`src/rtl/grid_line_of_sight_trace_macros.svh`:
```
// Assertion macros for the datapath RTL of the grid line-of-sight tracer.
// They use the clock aclk and the active-low reset aresetn of the module.
`ifndef GRID_LINE_OF_SIGHT_TRACE_MACROS_SVH
`define GRID_LINE_OF_SIGHT_TRACE_MACROS_SVH

// Same-cycle implication, off during reset.
`define GLOS_ASSERT_IMP(label, ante, cons) \
    label: assert property (@(posedge aclk) disable iff (!aresetn) (ante) |-> (cons)) \
        else $error("assertion failed in grid line-of-sight tracer");

// Next-cycle implication, off during reset.
`define GLOS_ASSERT_NXT(label, ante, cons) \
    label: assert property (@(posedge aclk) disable iff (!aresetn) (ante) |=> (cons)) \
        else $error("assertion failed in grid line-of-sight tracer");

`endif

```
`src/rtl/glos_pkg.sv`:
```
package glos_pkg;

    // Walk cell coordinates, signed so that a neighbour at -1 can be named.
    localparam int CELL_W = 14;
    // Crossing ratio numerator and denominator widths.
    localparam int NUM_W = 17;
    localparam int DEN_W = 16;
    // Walk parameter t, 0.32 with room for exactly one.
    localparam int T_W = 33;
    localparam logic [T_W-1:0] T_ONE = 33'h1_0000_0000;
    localparam int QUOT_W = 32;
    localparam int LEN_W = 32;
    localparam int RAD_W = 64;
    localparam int ACC_W = 64;
    localparam int OUT_W = 40;
    localparam int LEN_EXTRA_BITS = 15;
    localparam int COST_FRAC_BITS = 8;
    localparam int VIS_W = 11;

    // Stream payload widths.
    localparam int IN_DW = 104;
    localparam int OUT_DW = 48;

    // Diagonal policy codes.
    localparam logic [1:0] MODE_OFF = 2'd0;
    localparam logic [1:0] MODE_CUT = 2'd2;

    typedef enum logic [4:0] {
        S_IDLE,
        S_CHECK,
        S_GOAL,
        S_SQ,
        S_SQRT,
        S_TOP,
        S_CUR,
        S_LEFT,
        S_LOW,
        S_BRANCH,
        S_CMP,
        S_DSTART,
        S_DIV,
        S_SEG,
        S_WGT,
        S_ACC,
        S_CX,
        S_CY,
        S_STEP,
        S_FAIL,
        S_FINAL,
        S_OUT
    } state_t;

    typedef enum logic [2:0] {
        RS_GOAL,
        RS_CUR,
        RS_LEFT,
        RS_LOW,
        RS_CX,
        RS_CY
    } rd_sel_t;

    typedef struct packed {
        logic [1:0] mode;
        logic [8:0] width;
        logic [8:0] height;
    } cfg_t;

    typedef struct packed {
        logic    write_en;
        logic    load_query;
        logic    rd_en;
        rd_sel_t rd_sel;
        logic    sq_a;
        logic    sq_b;
        logic    sqrt_start;
        logic    cost_cap;
        logic    mul_en;
        logic    cmp_en;
        logic    div_start;
        logic    seg_en;
        logic    wgt_en;
        logic    acc_en;
        logic    step_en;
        logic    res_pass;
        logic    res_fail;
        logic    out_load;
    } cmd_t;

    typedef struct packed {
        logic query_ok;
        logic rd_clear;
        logic need_left;
        logic need_low;
        logic strict;
        logic at_goal;
        logic tie;
        logic limit_hit;
        logic sqrt_done;
        logic div_done;
        logic out_free;
    } st_t;

endpackage

```
`src/rtl/glos_ctrl.sv`:
```
module glos_ctrl (
    input  logic            aclk,
    input  logic            aresetn,
    input  logic            s_tvalid,
    input  logic            opcode,
    output logic            s_tready,
    input  glos_pkg::st_t   st,
    output glos_pkg::cmd_t  cmd
);
    import glos_pkg::*;

    localparam logic OPC_TRACE = 1'b1;

    state_t state_reg;
    state_t state_next;
    logic   accept;

    assign s_tready = state_reg == S_IDLE;
    assign accept   = s_tvalid && s_tready;

    always_ff @(posedge aclk) begin
        if (!aresetn) begin
            state_reg <= S_IDLE;
        end else begin
            state_reg <= state_next;
        end
    end

    always_comb begin
        state_next = state_reg;
        cmd        = '0;
        cmd.rd_sel = RS_CUR;
        unique case (state_reg)
            S_IDLE: begin
                if (accept) begin
                    if (opcode == OPC_TRACE) begin
                        cmd.load_query = 1'b1;
                        state_next     = S_CHECK;
                    end else begin
                        cmd.write_en = 1'b1;
                    end
                end
            end
            S_CHECK: begin
                cmd.sq_a = 1'b1;
                if (!st.query_ok) begin
                    state_next = S_FAIL;
                end else begin
                    cmd.rd_en  = 1'b1;
                    cmd.rd_sel = RS_GOAL;
                    state_next = S_GOAL;
                end
            end
            S_GOAL: begin
                cmd.sq_b   = 1'b1;
                state_next = st.rd_clear ? S_SQ : S_FAIL;
            end
            S_SQ: begin
                cmd.sqrt_start = 1'b1;
                state_next     = S_SQRT;
            end
            S_SQRT: begin
                if (st.sqrt_done) begin
                    state_next = S_TOP;
                end
            end
            S_TOP: begin
                if (st.limit_hit) begin
                    state_next = S_FAIL;
                end else begin
                    cmd.rd_en  = 1'b1;
                    cmd.rd_sel = RS_CUR;
                    state_next = S_CUR;
                end
            end
            S_CUR: begin
                cmd.cost_cap = 1'b1;
                if (!st.rd_clear) begin
                    state_next = S_FAIL;
                end else if (st.need_left) begin
                    cmd.rd_en  = 1'b1;
                    cmd.rd_sel = RS_LEFT;
                    state_next = S_LEFT;
                end else if (st.need_low) begin
                    cmd.rd_en  = 1'b1;
                    cmd.rd_sel = RS_LOW;
                    state_next = S_LOW;
                end else begin
                    state_next = S_BRANCH;
                end
            end
            S_LEFT: begin
                if (!st.rd_clear) begin
                    state_next = S_FAIL;
                end else if (st.need_low) begin
                    cmd.rd_en  = 1'b1;
                    cmd.rd_sel = RS_LOW;
                    state_next = S_LOW;
                end else begin
                    state_next = S_BRANCH;
                end
            end
            S_LOW: begin
                state_next = st.rd_clear ? S_BRANCH : S_FAIL;
            end
            S_BRANCH: begin
                if (st.at_goal) begin
                    state_next = S_SEG;
                end else begin
                    cmd.mul_en = 1'b1;
                    state_next = S_CMP;
                end
            end
            S_CMP: begin
                cmd.cmp_en = 1'b1;
                state_next = S_DSTART;
            end
            S_DSTART: begin
                cmd.div_start = 1'b1;
                state_next    = S_DIV;
            end
            S_DIV: begin
                if (st.div_done) begin
                    state_next = S_SEG;
                end
            end
            S_SEG: begin
                cmd.seg_en = 1'b1;
                state_next = S_WGT;
            end
            S_WGT: begin
                cmd.wgt_en = 1'b1;
                state_next = S_ACC;
            end
            S_ACC: begin
                cmd.acc_en = 1'b1;
                if (st.at_goal) begin
                    state_next = S_FINAL;
                end else if (st.tie && st.strict) begin
                    cmd.rd_en  = 1'b1;
                    cmd.rd_sel = RS_CX;
                    state_next = S_CX;
                end else begin
                    state_next = S_STEP;
                end
            end
            S_CX: begin
                if (!st.rd_clear) begin
                    state_next = S_FAIL;
                end else begin
                    cmd.rd_en  = 1'b1;
                    cmd.rd_sel = RS_CY;
                    state_next = S_CY;
                end
            end
            S_CY: begin
                state_next = st.rd_clear ? S_STEP : S_FAIL;
            end
            S_STEP: begin
                cmd.step_en = 1'b1;
                state_next  = S_TOP;
            end
            S_FAIL: begin
                cmd.res_fail = 1'b1;
                state_next   = S_OUT;
            end
            S_FINAL: begin
                cmd.res_pass = 1'b1;
                state_next   = S_OUT;
            end
            S_OUT: begin
                if (st.out_free) begin
                    cmd.out_load = 1'b1;
                    state_next   = S_IDLE;
                end
            end
            default: begin
                state_next = S_IDLE;
            end
        endcase
    end

endmodule

```
`config.mk`:
```
export PLATFORM = sky130hd
export DESIGN_NAME = glos_ctrl
export DESIGN_NICKNAME = d
export VERILOG_FILES = /design/src/rtl/grid_line_of_sight_trace_macros.svh /design/src/rtl/glos_pkg.sv /design/src/rtl/glos_ctrl.sv
export SDC_FILE = /design/constraint.sdc
export NUM_CORES = 1
export LEC_CHECK = 0
export ABC_AREA = 1
export BUFFER_PORTS_ARGS = -buffer_cell sky130_fd_sc_hd__buf_4
export CAP_MARGIN = 0
export CORE_AREA = 3 3 45 47
export DETAILED_ROUTE_END_ITERATION = 12
export DIE_AREA = 0 0 48 50
export PLACE_DENSITY = 0.8
export REMOVE_ABC_BUFFERS = 1
export SYNTH_ARGS = -nofsm -noshare
export SYNTH_HDL_FRONTEND = slang
export SYNTH_SLANG_ARGS = --single-unit
```
`constraint.sdc`:
```
create_clock -name aclk -period 3.78 [get_ports aclk]
set_input_delay 0.567 -clock aclk [delete_from_list [all_inputs] [get_ports aclk]]
set_output_delay 0.567 -clock aclk [all_outputs]
set_load 0.05 [all_outputs]
```
==> Word-level counts from Yosys, hierarchy flattened <==
Index checks and enable logic that the tools add are counted.
{ "op_classes": {"n_addsub": 0, "multipliers": 0, "n_div": 0, "magnitude_cmp": 0, "eq_ne": 26, "shift": 0, "mux": 49, "bitwise_logic": 0, "reduce_logical": 5} }
{ "ops": {"columns": ["op", "count"], "rows": [
  ["$pmux 5 s21", 1],
  ["$mux 5", 13],
  ["$eq 5x4->1 const B", 8],
  ["$mux 4", 9],
  ["$eq 5x5->1 const B", 6],
  ["$pmux 4 s6", 1],
  ["$eq 5x3->1 const B", 4],
  ["$mux 1", 20],
  ["$eq 5x2->1 const B", 2],
  ["$mux 2", 4],
  ["$ne 2x2->1 const B", 4],
  ["$eq 5x1->1 const B", 1],
  ["$logic_not 5->1", 1],
  ["$reduce_and 5->1", 1],
  ["$mux 3", 1],
  ["$logic_and 1x1->1", 2],
  ["$ne 2x1->1 const B", 1],
  ["$reduce_or 2->1", 1]
]} }
{ "word_totals": {"register_bits": 5, "latchBits": 0, "ramBits": 0, "mem_bits_ro": 0, "input_bits": 15, "word_cells": 81, "memories": 0} }

==> Depth between registers and ports, before layout <==
Gate-level depths: netlist (run 1).
{ "logic_depth": {"ltp_word": 4, "ltp_mapped": 10, "ltp_nobuf": 10} }

==> Worst setup path after synthesis (run 1) <==
OpenSTA, ideal clock, no wires.
{ "synth_path": {"kind": "register to output", "from": "register state_reg[2]", "to": "output cmd[0] in the netlist's numbering", "arrival_time_ns": 2.231, "required_ns": 3.213, "path_slack_ns": 0.982, "path_stages_with_launch": 5, "path_buffers": 0, "cell_sequence": "dfxtp_1 -> inv_2 -> nor2_8 -> inv_1 -> nor4_1"} }
{ "synth_rtl": {"columns": ["item", "line_no", "text"], "rows": [
  ["start, declared", "glos_ctrl.sv:14", "state_t state_reg;"],
  ["start signal, assigned", "glos_ctrl.sv:25", "state_reg <= state_next;"],
  ["end, declared", "glos_ctrl.sv:8", "output glos_pkg::cmd_t cmd"]
]} }

==> flow_metrics.tcl, run 1 <==
set metrics [dict create \
    status "complete, no violations" \
    drv_cap 0 \
    rsz0062_at_grt "no" \
    reg2regPathDepth 8 \
    grt_remaining_overflow 0 \
    fin_crit_sh_pct 63.9 \
    row_count 15 \
    fin_setup_tns_ns 0 \
    cp.arrival_ns 1.85 \
    p_switching_uw 414 \
    crit_path_end_kind "output port" \
    combinationalPowerShare_pct 75.7 \
    postCtsHoldBufs 0 \
    irDropWorstVdd_uv 604 \
    power.share.clock_pct 9.4 \
    place_hpwl_um 2190 \
    nets 201 \
    power.internal_uw 258 \
    grt_max_degree 11 \
    ctsHtreeMaxLevel 1 \
    antenna_found_initial 0 \
    drc 0 \
    min_path_cells 3 \
    total_power_uw 671 \
    holdWs_ns 0.541 \
    io_buffers 35 \
    syn-instance-count 147 \
    min_delay_worst_endpoint "state_reg[1]" \
    worst-r2r-setup-slack_ns 2.10 \
    fmax_ghz 0.414 \
    ys_warn_count 0 \
    ys_seq_area_share_pct 12.4 \
    coreArea_um2 1690 \
    drtPass1Iterations 4 \
    dieArea_um2 2400 \
    start_util_pct 47.8 \
    tightestPinTransition_ns 0.457 \
    clk_pin_slew_ns 0.04 \
    diodes 0 \
    syn_area_per_cell_um2 5.49 \
    viasPerCell 5.39 \
    ioPinCount 36 \
    die_h_um 50 \
    clock_path_buffers 2 \
    netlist_area_um2 807 \
    n_fill_cell 151 \
    hold_viol 0 \
    slew_viol_final 0 \
    cts_buffers 3 \
    routedWlPerCell_um 13.0 \
    r2r-start "state_reg[4]" \
    cts_tree "built" \
    cp-start-kind "flop" \
    crit_required_ns 3.21 \
    cts_resized 0 \
    p_sw_share_pct 61.6 \
    synth.distinct_cells 25 \
    pwr-share-seq_pct 14.9 \
    path_max_fanout 7 \
    largest_reg_flops 5 \
    min_from "aresetn" \
    rr_endpoint "state_reg[4]" \
    die_x_um 48 \
    drtIter0Drc 61 \
    vias 1088 \
    clock_latency_ns 0.25 \
    cts_root_buf "clkbuf_4" \
    p_leak_uw 0.000666 \
    postCtsSetupBuffers 0 \
    hold_path.class "in2reg" \
    skew_ns 0.00196 \
    syn_to_final_growth_pct 37.8 \
    drtAntennaViolNets 0 \
    place_congestion 0.950 \
    synth-seq-cells 5 \
    drive_gt1_share_pct 31.4 \
    drt_wl_total_um 2630 \
    fin_crit_ns 2.42 \
    setup_viol 0 \
    cellPowerDensity_nw_per_um2 604 \
    slew_headroom_pct 69.4 \
    grt_pass1_vias 1006 \
    track_usage_pct 24.8 \
    crit_type "reg2out" \
    grt_pass1_wl_um 4350 \
    cts.sinks 5 \
]
## metal layers
metal | vias up | routed length, µm | global-route usage, %
li1 | 560 | - | -
met1 | 452 | 1080 | 35.3
met2 | 65 | 1210 | 33.5
met3 | 11 | 248 | 4.74
met4 | 0 | 97 | 14.3
met5 | - | 0 | 0
## cells in the mapped netlist
| library cell | instances | share of area (%) |
|---|---|---|
| nand3_1 | 14 | 8.7 |
| o21ai_2 | 2 | 2.2 |
| nand2_4 | 1 | 1.4 |
| o211ai_1 | 1 | 0.93 |
| dfxtp_1 | 5 | 12 |
| o22ai_2 | 1 | 1.6 |
| nand3b_1 | 2 | 1.9 |
| inv_2 | 4 | 1.9 |
| nor3_1 | 6 | 3.7 |
| nor2_4 | 1 | 1.4 |
| nor2_8 | 2 | 5.0 |
| a31oi_1 | 1 | 0.78 |
| inv_1 | 23 | 11 |
| nor4_1 | 1 | 0.78 |
| buf_2 | 1 | 0.62 |
| a21oi_1 | 7 | 4.3 |
| nor2_1 | 23 | 11 |
| and2_1 | 1 | 0.78 |
| nand2_1 | 31 | 14 |
| nor3_2 | 1 | 1.2 |
| nand2_2 | 1 | 0.78 |
| nor2_2 | 5 | 3.9 |
| o21ai_0 | 6 | 3.7 |
| nand4_1 | 5 | 3.9 |
| nand3_2 | 2 | 2.5 |
## critical path, cell delays in order (launching register included)
cell and delay (ns):
dfxtp_1 0.57, inv_2 0.08, nor2_4 0.14, nand2_4 0.11, nor2_8 0.15, inv_1 0.07
o22ai_2 0.11, nor2_1 0.07, o211ai_1 0.08, buf_4 0.22
## layout by cell type, fill, tap and decap left out, drive strengths merged
master and count:
nand2 33, nor2 31, nand3b 2, dfxtp 5, nand3 16, clkbuf 4
buf 35, nand4 5, nor3 7, and2 1, o22ai 1, a31oi 1
a21oi 7, o211ai 1, o21ai 8, inv 27, nor4 1
## through the flow
stage,utilization [%],cell area [µm²],instances,worst slack [ns]
2_1_floorplan,-,802,146,0.982
3_3_place_gp,64.3,1090,198,1.66
3_5_place_dp,64.3,1090,198,1.62
4_1_cts,65.9,1110,202,1.36
5_1_grt,65.9,1110,202,1.25
6_report,65.9,1110,202,1.36
## worst max-delay path by stage
stage | start | to | slack [ns] | cells after the start
global route | state_reg[3] | cmd[17] | 1.25 | 9
finish | state_reg[3] | cmd[17] | 1.36 | 9
floorplan | state_reg[2] | cmd[0] | 0.98 | 4
detailed placement | state_reg[3] | cmd[17] | 1.62 | 9
CTS | state_reg[3] | cmd[17] | 1.36 | 9
global placement | state_reg[2] | cmd[17] | 1.66 | 9
## cell type report
type,count,area [µm²],area share [%]
Inverter,27,101,9.11
Tap cell,17,21.3,1.91
Clock buffer,4,26.3,2.36
Sequential cell,5,100,9.00
Timing Repair Buffer,35,263,23.6
Multi-Input combinational cell,114,601,54.0
## power by group through the flow
stage	Sequential, µW	Clock (µW)	Combinational (µW)
after floorplan	93.5	0	376
after global placement	99.4	0	515
after detailed placement	100	0	507
after CTS	99.6	63.4	509
after global routing	104	67.4	554
final	100	62.8	508
## kinds of logic (layout without fill, tap and decap cells)
group / count (synthesis) / in the layout / share of synthesized area (%)
simple gates: 96 / 96 / 60.9
buf+inv: 28 / 66 / 13.2
flops: 5 / 5 / 12.4
compound gates: 18 / 18 / 13.5
Note: power is estimated with default switching activity, not from simulation.
==> run 2, diff against run 1 <==
--- a/config.mk
+++ b/config.mk
@@ -8,10 +8,10 @@
 export ABC_AREA = 1
 export BUFFER_PORTS_ARGS = -buffer_cell sky130_fd_sc_hd__buf_4
 export CAP_MARGIN = 0
-export CORE_AREA = 3 3 45 47
+export CORE_AREA = 3 3 46 48
 export DETAILED_ROUTE_END_ITERATION = 12
-export DIE_AREA = 0 0 48 50
-export PLACE_DENSITY = 0.8
+export DIE_AREA = 0 0 49 51
+export PLACE_DENSITY = 0.76
 export REMOVE_ABC_BUFFERS = 1
 export SYNTH_ARGS = -nofsm -noshare
 export SYNTH_HDL_FRONTEND = slang
==> constraint.sdc (replaced) <==
create_clock -name aclk -period 2.4 [get_ports aclk]
set_input_delay 0.36 -clock aclk [delete_from_list [all_inputs] [get_ports aclk]]
set_output_delay 0.36 -clock aclk [all_outputs]
set_load 0.05 [all_outputs]
==> flow_metrics.tcl, run 2 (same netlist as run 1, synthesis figures left out) <==
set metrics [dict create \
    cp.arrival_ns 1.84 \
    slew_viol_final 0 \
    crit_type "reg2out" \
    rsz0062_at_grt "no" \
    largest_reg_flops 5 \
    syn_to_final_growth_pct 40.0 \
    coreArea_um2 1750 \
    hold_path.class "in2reg" \
    placed_area_um2 1100 \
    cp.buffers_inverters 2 \
    setup_viol 0 \
    drtIter0Drc 51 \
    p_switching_uw 671 \
    die_x_um 49 \
    n_fill_cell 188 \
    slew_headroom_pct 72.6 \
    drt_wl_total_um 2650 \
    fin_crit_sh_pct 91.6 \
    p_sw_share_pct 61.5 \
    dieArea_um2 2500 \
    clock_latency_ns 0.25 \
    track_usage_pct 21.5 \
    row_count 15 \
    diodes 0 \
    combinationalPowerShare_pct 76.2 \
    cp_top_family "simple AND/OR/NAND/NOR gates" \
    tightestPinTransition_ns 0.411 \
    vias 1138 \
    cts_resized 0 \
    p_leak_uw 0.000670 \
    irDropWorstVdd_uv 627 \
    path_cells "inv_2 > nor2_8 > nand3_2 > nand2_1 > nand3_1 > o21ai_2 > nor2_1 > o211ai_1 > buf_4" \
    hold_viol 0 \
    cp-start-kind "flop" \
    clk_pin_slew_ns 0.05 \
    place_hpwl_um 2150 \
    cts_tree "built" \
    drtAntennaViolNets 0 \
    final_util_pct 64.7 \
    status "complete, no violations" \
    cpPeakStageDelay_ns 0.51 \
    cts.sinks 5 \
    grt_pass1_wl_um 4170 \
    cts_buffers 3 \
    cellPowerDensity_nw_per_um2 966 \
    stdcell_area_um2 1130 \
    postCtsSetupBuffers 0 \
    power.internal_uw 420 \
    routedWlPerCell_um 12.6 \
    start_util_pct 46.2 \
    postCtsHoldBufs 0 \
    fin_crit_ns 2.20 \
    die_h_um 51 \
    pwr-share-seq_pct 14.5 \
    power.share.clock_pct 9.3 \
    ioPinCount 36 \
    viasPerCell 5.39 \
    crit_required_ns 2.04 \
    skew_ns 0.00179 \
    critical_path.slowest_cell "dfxtp_1" \
    io_buffers 35 \
    drv_cap 0 \
    clock_path_buffers 2 \
    grt_remaining_overflow 0 \
    cts_root_buf "clkbuf_4" \
    grt_pass1_vias 989 \
    drive_gt1_share_pct 31.7 \
    layout_common_cells "buf_4, nand2_1, inv_1, nor2_1, nand3_1" \
    ctsHtreeMaxLevel 1 \
    crit_path_end_kind "output port" \
    path_max_fanout 9 \
    nets 202 \
    place_inst 207 \
    grt_max_degree 11 \
    final_common_cell "buf_4" \
    fmax_ghz 0.455 \
    drc 0 \
    antenna_found_initial 0 \
    fin_cells 211 \
    drtPass1Iterations 5 \
    holdWs_ns 0.311 \
    place_congestion 0.932 \
]
==> run 2: cell count changes in the layout (fill, tap and decap cells not counted) <==
cell | before | now
buf_4 | 35 | 36
==> run 2: final cells by class <==
class | instances | area (µm²) | share of cell area (%)
Clock buffer | 4 | 26.3 | 2.33
Inverter | 27 | 101 | 8.97
Multi-Input combinational cell | 114 | 601 | 53.2
Sequential cell | 5 | 100 | 8.86
Timing Repair Buffer | 36 | 270 | 23.9
Tap cell | 25 | 31.3 | 2.77
==> run 2: worst paths after layout <==
kind | start | to | slack [ns] | depth (start not counted)
setup / recovery | state_reg[2] | cmd[17] | 0.20 | 9
hold / removal | aresetn | state_reg[1] | 0.31 | 3
hold reg to reg | state_reg[1] | state_reg[4] | 0.74 | 4
setup reg to reg | state_reg[4] | state_reg[1] | 0.75 | 9
==> run 2: through the flow <==
| stage | power [µW] | setup slack (ns) | setup TNS (ns) |
|---|---|---|---|
| floorplan | 739 | -0.191 | -0.267 |
| global placement | 977 | 0.507 | 0 |
| detailed placement | 977 | 0.456 | 0 |
| CTS | 1090 | 0.196 | 0 |
| global route | 1170 | 0.0512 | 0 |
| finish | 1090 | 0.201 | 0 |
==> run 2: worst min-delay path: cells and delay by family <==
kind / cells / cell delay, ns
buffers and inverters: 2 / 0.13
and+or+nand+nor: 1 / 0.04
==> run 2: power by group through the flow <==
| stage | clock [µW] | combinational [µW] | sequential, µW |
|---|---|---|---|
| after floorplan | 0 | 592 | 147 |
| after global placement | 0 | 820 | 157 |
| after detailed placement | 0 | 819 | 158 |
| after CTS | 102 | 826 | 157 |
| after global routing | 115 | 892 | 163 |
| final | 101 | 832 | 158 |
==> run 2: metal layers <==
metal / share of wire, % / global-route usage [%] / vias up
met5: 0 / 0 / -
met4: 2.7 / 10.9 / 0
met3: 10 / 3.79 / 11
met2: 47 / 35.1 / 70
met1: 39 / 27.2 / 503
li1: - / - / 554
==> run 3, diff against run 2 <==
--- a/config.mk
+++ b/config.mk
@@ -8,9 +8,9 @@
 export ABC_AREA = 1
 export BUFFER_PORTS_ARGS = -buffer_cell sky130_fd_sc_hd__buf_4
 export CAP_MARGIN = 0
-export CORE_AREA = 3 3 46 48
+export CORE_AREA = 2 2 45 47
 export DETAILED_ROUTE_END_ITERATION = 12
-export DIE_AREA = 0 0 49 51
+export DIE_AREA = 0 0 47 49
 export PLACE_DENSITY = 0.76
 export REMOVE_ABC_BUFFERS = 1
 export SYNTH_ARGS = -nofsm -noshare
==> flow_metrics.tcl, run 3 (same netlist as run 1, synthesis figures left out) <==
set metrics [dict create \
    dieArea_um2 2300 \
    final_common_cell "buf_4" \
    largest_reg_flops 5 \
    antenna_found_initial 0 \
    cts.sinks 5 \
    drtAntennaViolNets 0 \
    slew_headroom_pct 74.0 \
    pwr-share-seq_pct 14.6 \
    drtIter0Drc 35 \
    fmax_ghz 0.459 \
    top_layer "met4" \
    postCtsHoldBufs 0 \
    rr_endpoint "state_reg[4]" \
    cts_root_buf "clkbuf_4" \
    place_inst 209 \
    place_ws_ns 0.482 \
    min_path_cells 3 \
    irDropWorstVdd_uv 888 \
    cts_tree "built" \
    cpPeakStageDelay_ns 0.52 \
    setup_viol 0 \
    vias 1093 \
    wl_met3_um 184 \
    grt_pass1_vias 949 \
    rsz0062_at_grt "no" \
    cp.buffers_inverters 2 \
    cts_buffers 3 \
    fin_cells 213 \
    grt_remaining_overflow 0 \
    holdWs_ns 0.323 \
    drive_gt1_share_pct 31.7 \
    fin_crit_ns 2.18 \
    status "complete, no violations" \
    hold_viol 0 \
    wirelength_met1_um 1100 \
    ctsHtreeMaxLevel 1 \
    seqCellArea_um2 100 \
    postCtsSetupBuffers 0 \
    power.share.clock_pct 9.2 \
    layout_common_cells "buf_4, nand2_1, inv_1, nor2_1, nand3_1" \
    crit_path_end_kind "output port" \
    ioPinCount 36 \
    die_h_um 49 \
    min_from "aresetn" \
    clock_latency_ns 0.25 \
    slew_viol_final 0 \
    routedWlPerCell_um 11.7 \
    die_x_um 47 \
    cp_top_family "simple AND/OR/NAND/NOR gates" \
    power.internal_uw 420 \
    syn_to_final_growth_pct 40.3 \
    multiInputGateArea_um2 601 \
    fin_crit_sh_pct 90.8 \
    track_usage_pct 23.1 \
    clock_path_buffers 2 \
    p_leak_uw 0.000670 \
    viasPerCell 5.13 \
    io_buffers 35 \
    place_hpwl_um 2060 \
    path_cells "inv_2 > nor2_8 > nand3_2 > nand2_1 > nand3_1 > o21ai_2 > nor2_1 > o211ai_1 > buf_4" \
    cts_resized 0 \
    coreArea_um2 1840 \
    n_fill_cell 206 \
    path_max_fanout 9 \
    skew_ns 0.00105 \
    place_congestion 0.875 \
    crit_required_ns 2.04 \
    cellPowerDensity_nw_per_um2 953 \
    hold_path.class "in2reg" \
    drtPass1Iterations 4 \
    drv_cap 0 \
    placed_area_um2 1110 \
    min_delay_worst_endpoint "state_reg[1]" \
    start_util_pct 43.8 \
    diodes 0 \
    worst_slack_ns 0.220 \
    drt_wl_total_um 2490 \
    cp-start-kind "flop" \
    row_count 16 \
    clk_pin_slew_ns 0.04 \
    r2r-start "state_reg[4]" \
    wl_met2_um 1190 \
    total_power_uw 1080 \
    crit_type "reg2out" \
    combinationalPowerShare_pct 76.2 \
    grt_pass1_wl_um 4040 \
    p_sw_share_pct 61.1 \
    reg2regPathDepth 8 \
    critical_path.slowest_cell "dfxtp_1" \
    drc 0 \
    nets 202 \
    stdcell_area_um2 1130 \
    p_switching_uw 659 \
    tightestPinTransition_ns 0.389 \
    grt_max_degree 11 \
    worst-r2r-setup-slack_ns 0.75 \
    cp.arrival_ns 1.82 \
]
-- run 3: cell counts in the layout (fill, tap and decap cells not counted) --
No cell type changed its count.
-- run 3: worst max path at each step --
stage,startpoint,to,cells past startpoint
2_1_floorplan,state_reg[2],cmd[0],4
6_report,state_reg[2],cmd[17],9
3_3_place_gp,state_reg[4],cmd[14],7
4_1_cts,state_reg[2],cmd[17],9
5_1_grt,state_reg[2],cmd[17],9
3_5_place_dp,state_reg[2],cmd[17],9
-- run 3: worst min-delay path: cells and delay by family --
family,cells,cell delay (ns)
buf+inv,2,0.13
simple gates,1,0.05
-- run 3: area by class of cell --
type                    count  share of cell area [%]
clock buffers               4                    2.32
inverters                  27                    8.95
multi-input cells         114                    53.0
flip-flops and latches      5                    8.84
well taps                  27                    2.98
repair buffers             36                    23.9
-- run 3: through the flow --
step | setup TNS [ns] | util (%)
finish | 0 | 61.5
detailed placement | 0 | 60.1
floorplan | -0.267 | -
CTS | 0 | 61.5
global route | 0 | 61.5
global placement | 0 | 60.1
-- run 3: routing by layer --
layer	track usage (%)	vias up
li1	-	555
met1	32.5	487
met2	35.8	49
met3	2.59	2
met4	6.94	0
met5	0	-
-- run 3: power by group through the flow --
stage	combinational (µW)	clock [µW]	sequential (µW)
2_1_floorplan	592	0	147
4_1_cts	819	103	156
3_5_place_dp	816	0	157
6_report	822	99.4	157
5_1_grt	894	107	161
3_3_place_gp	815	0	157
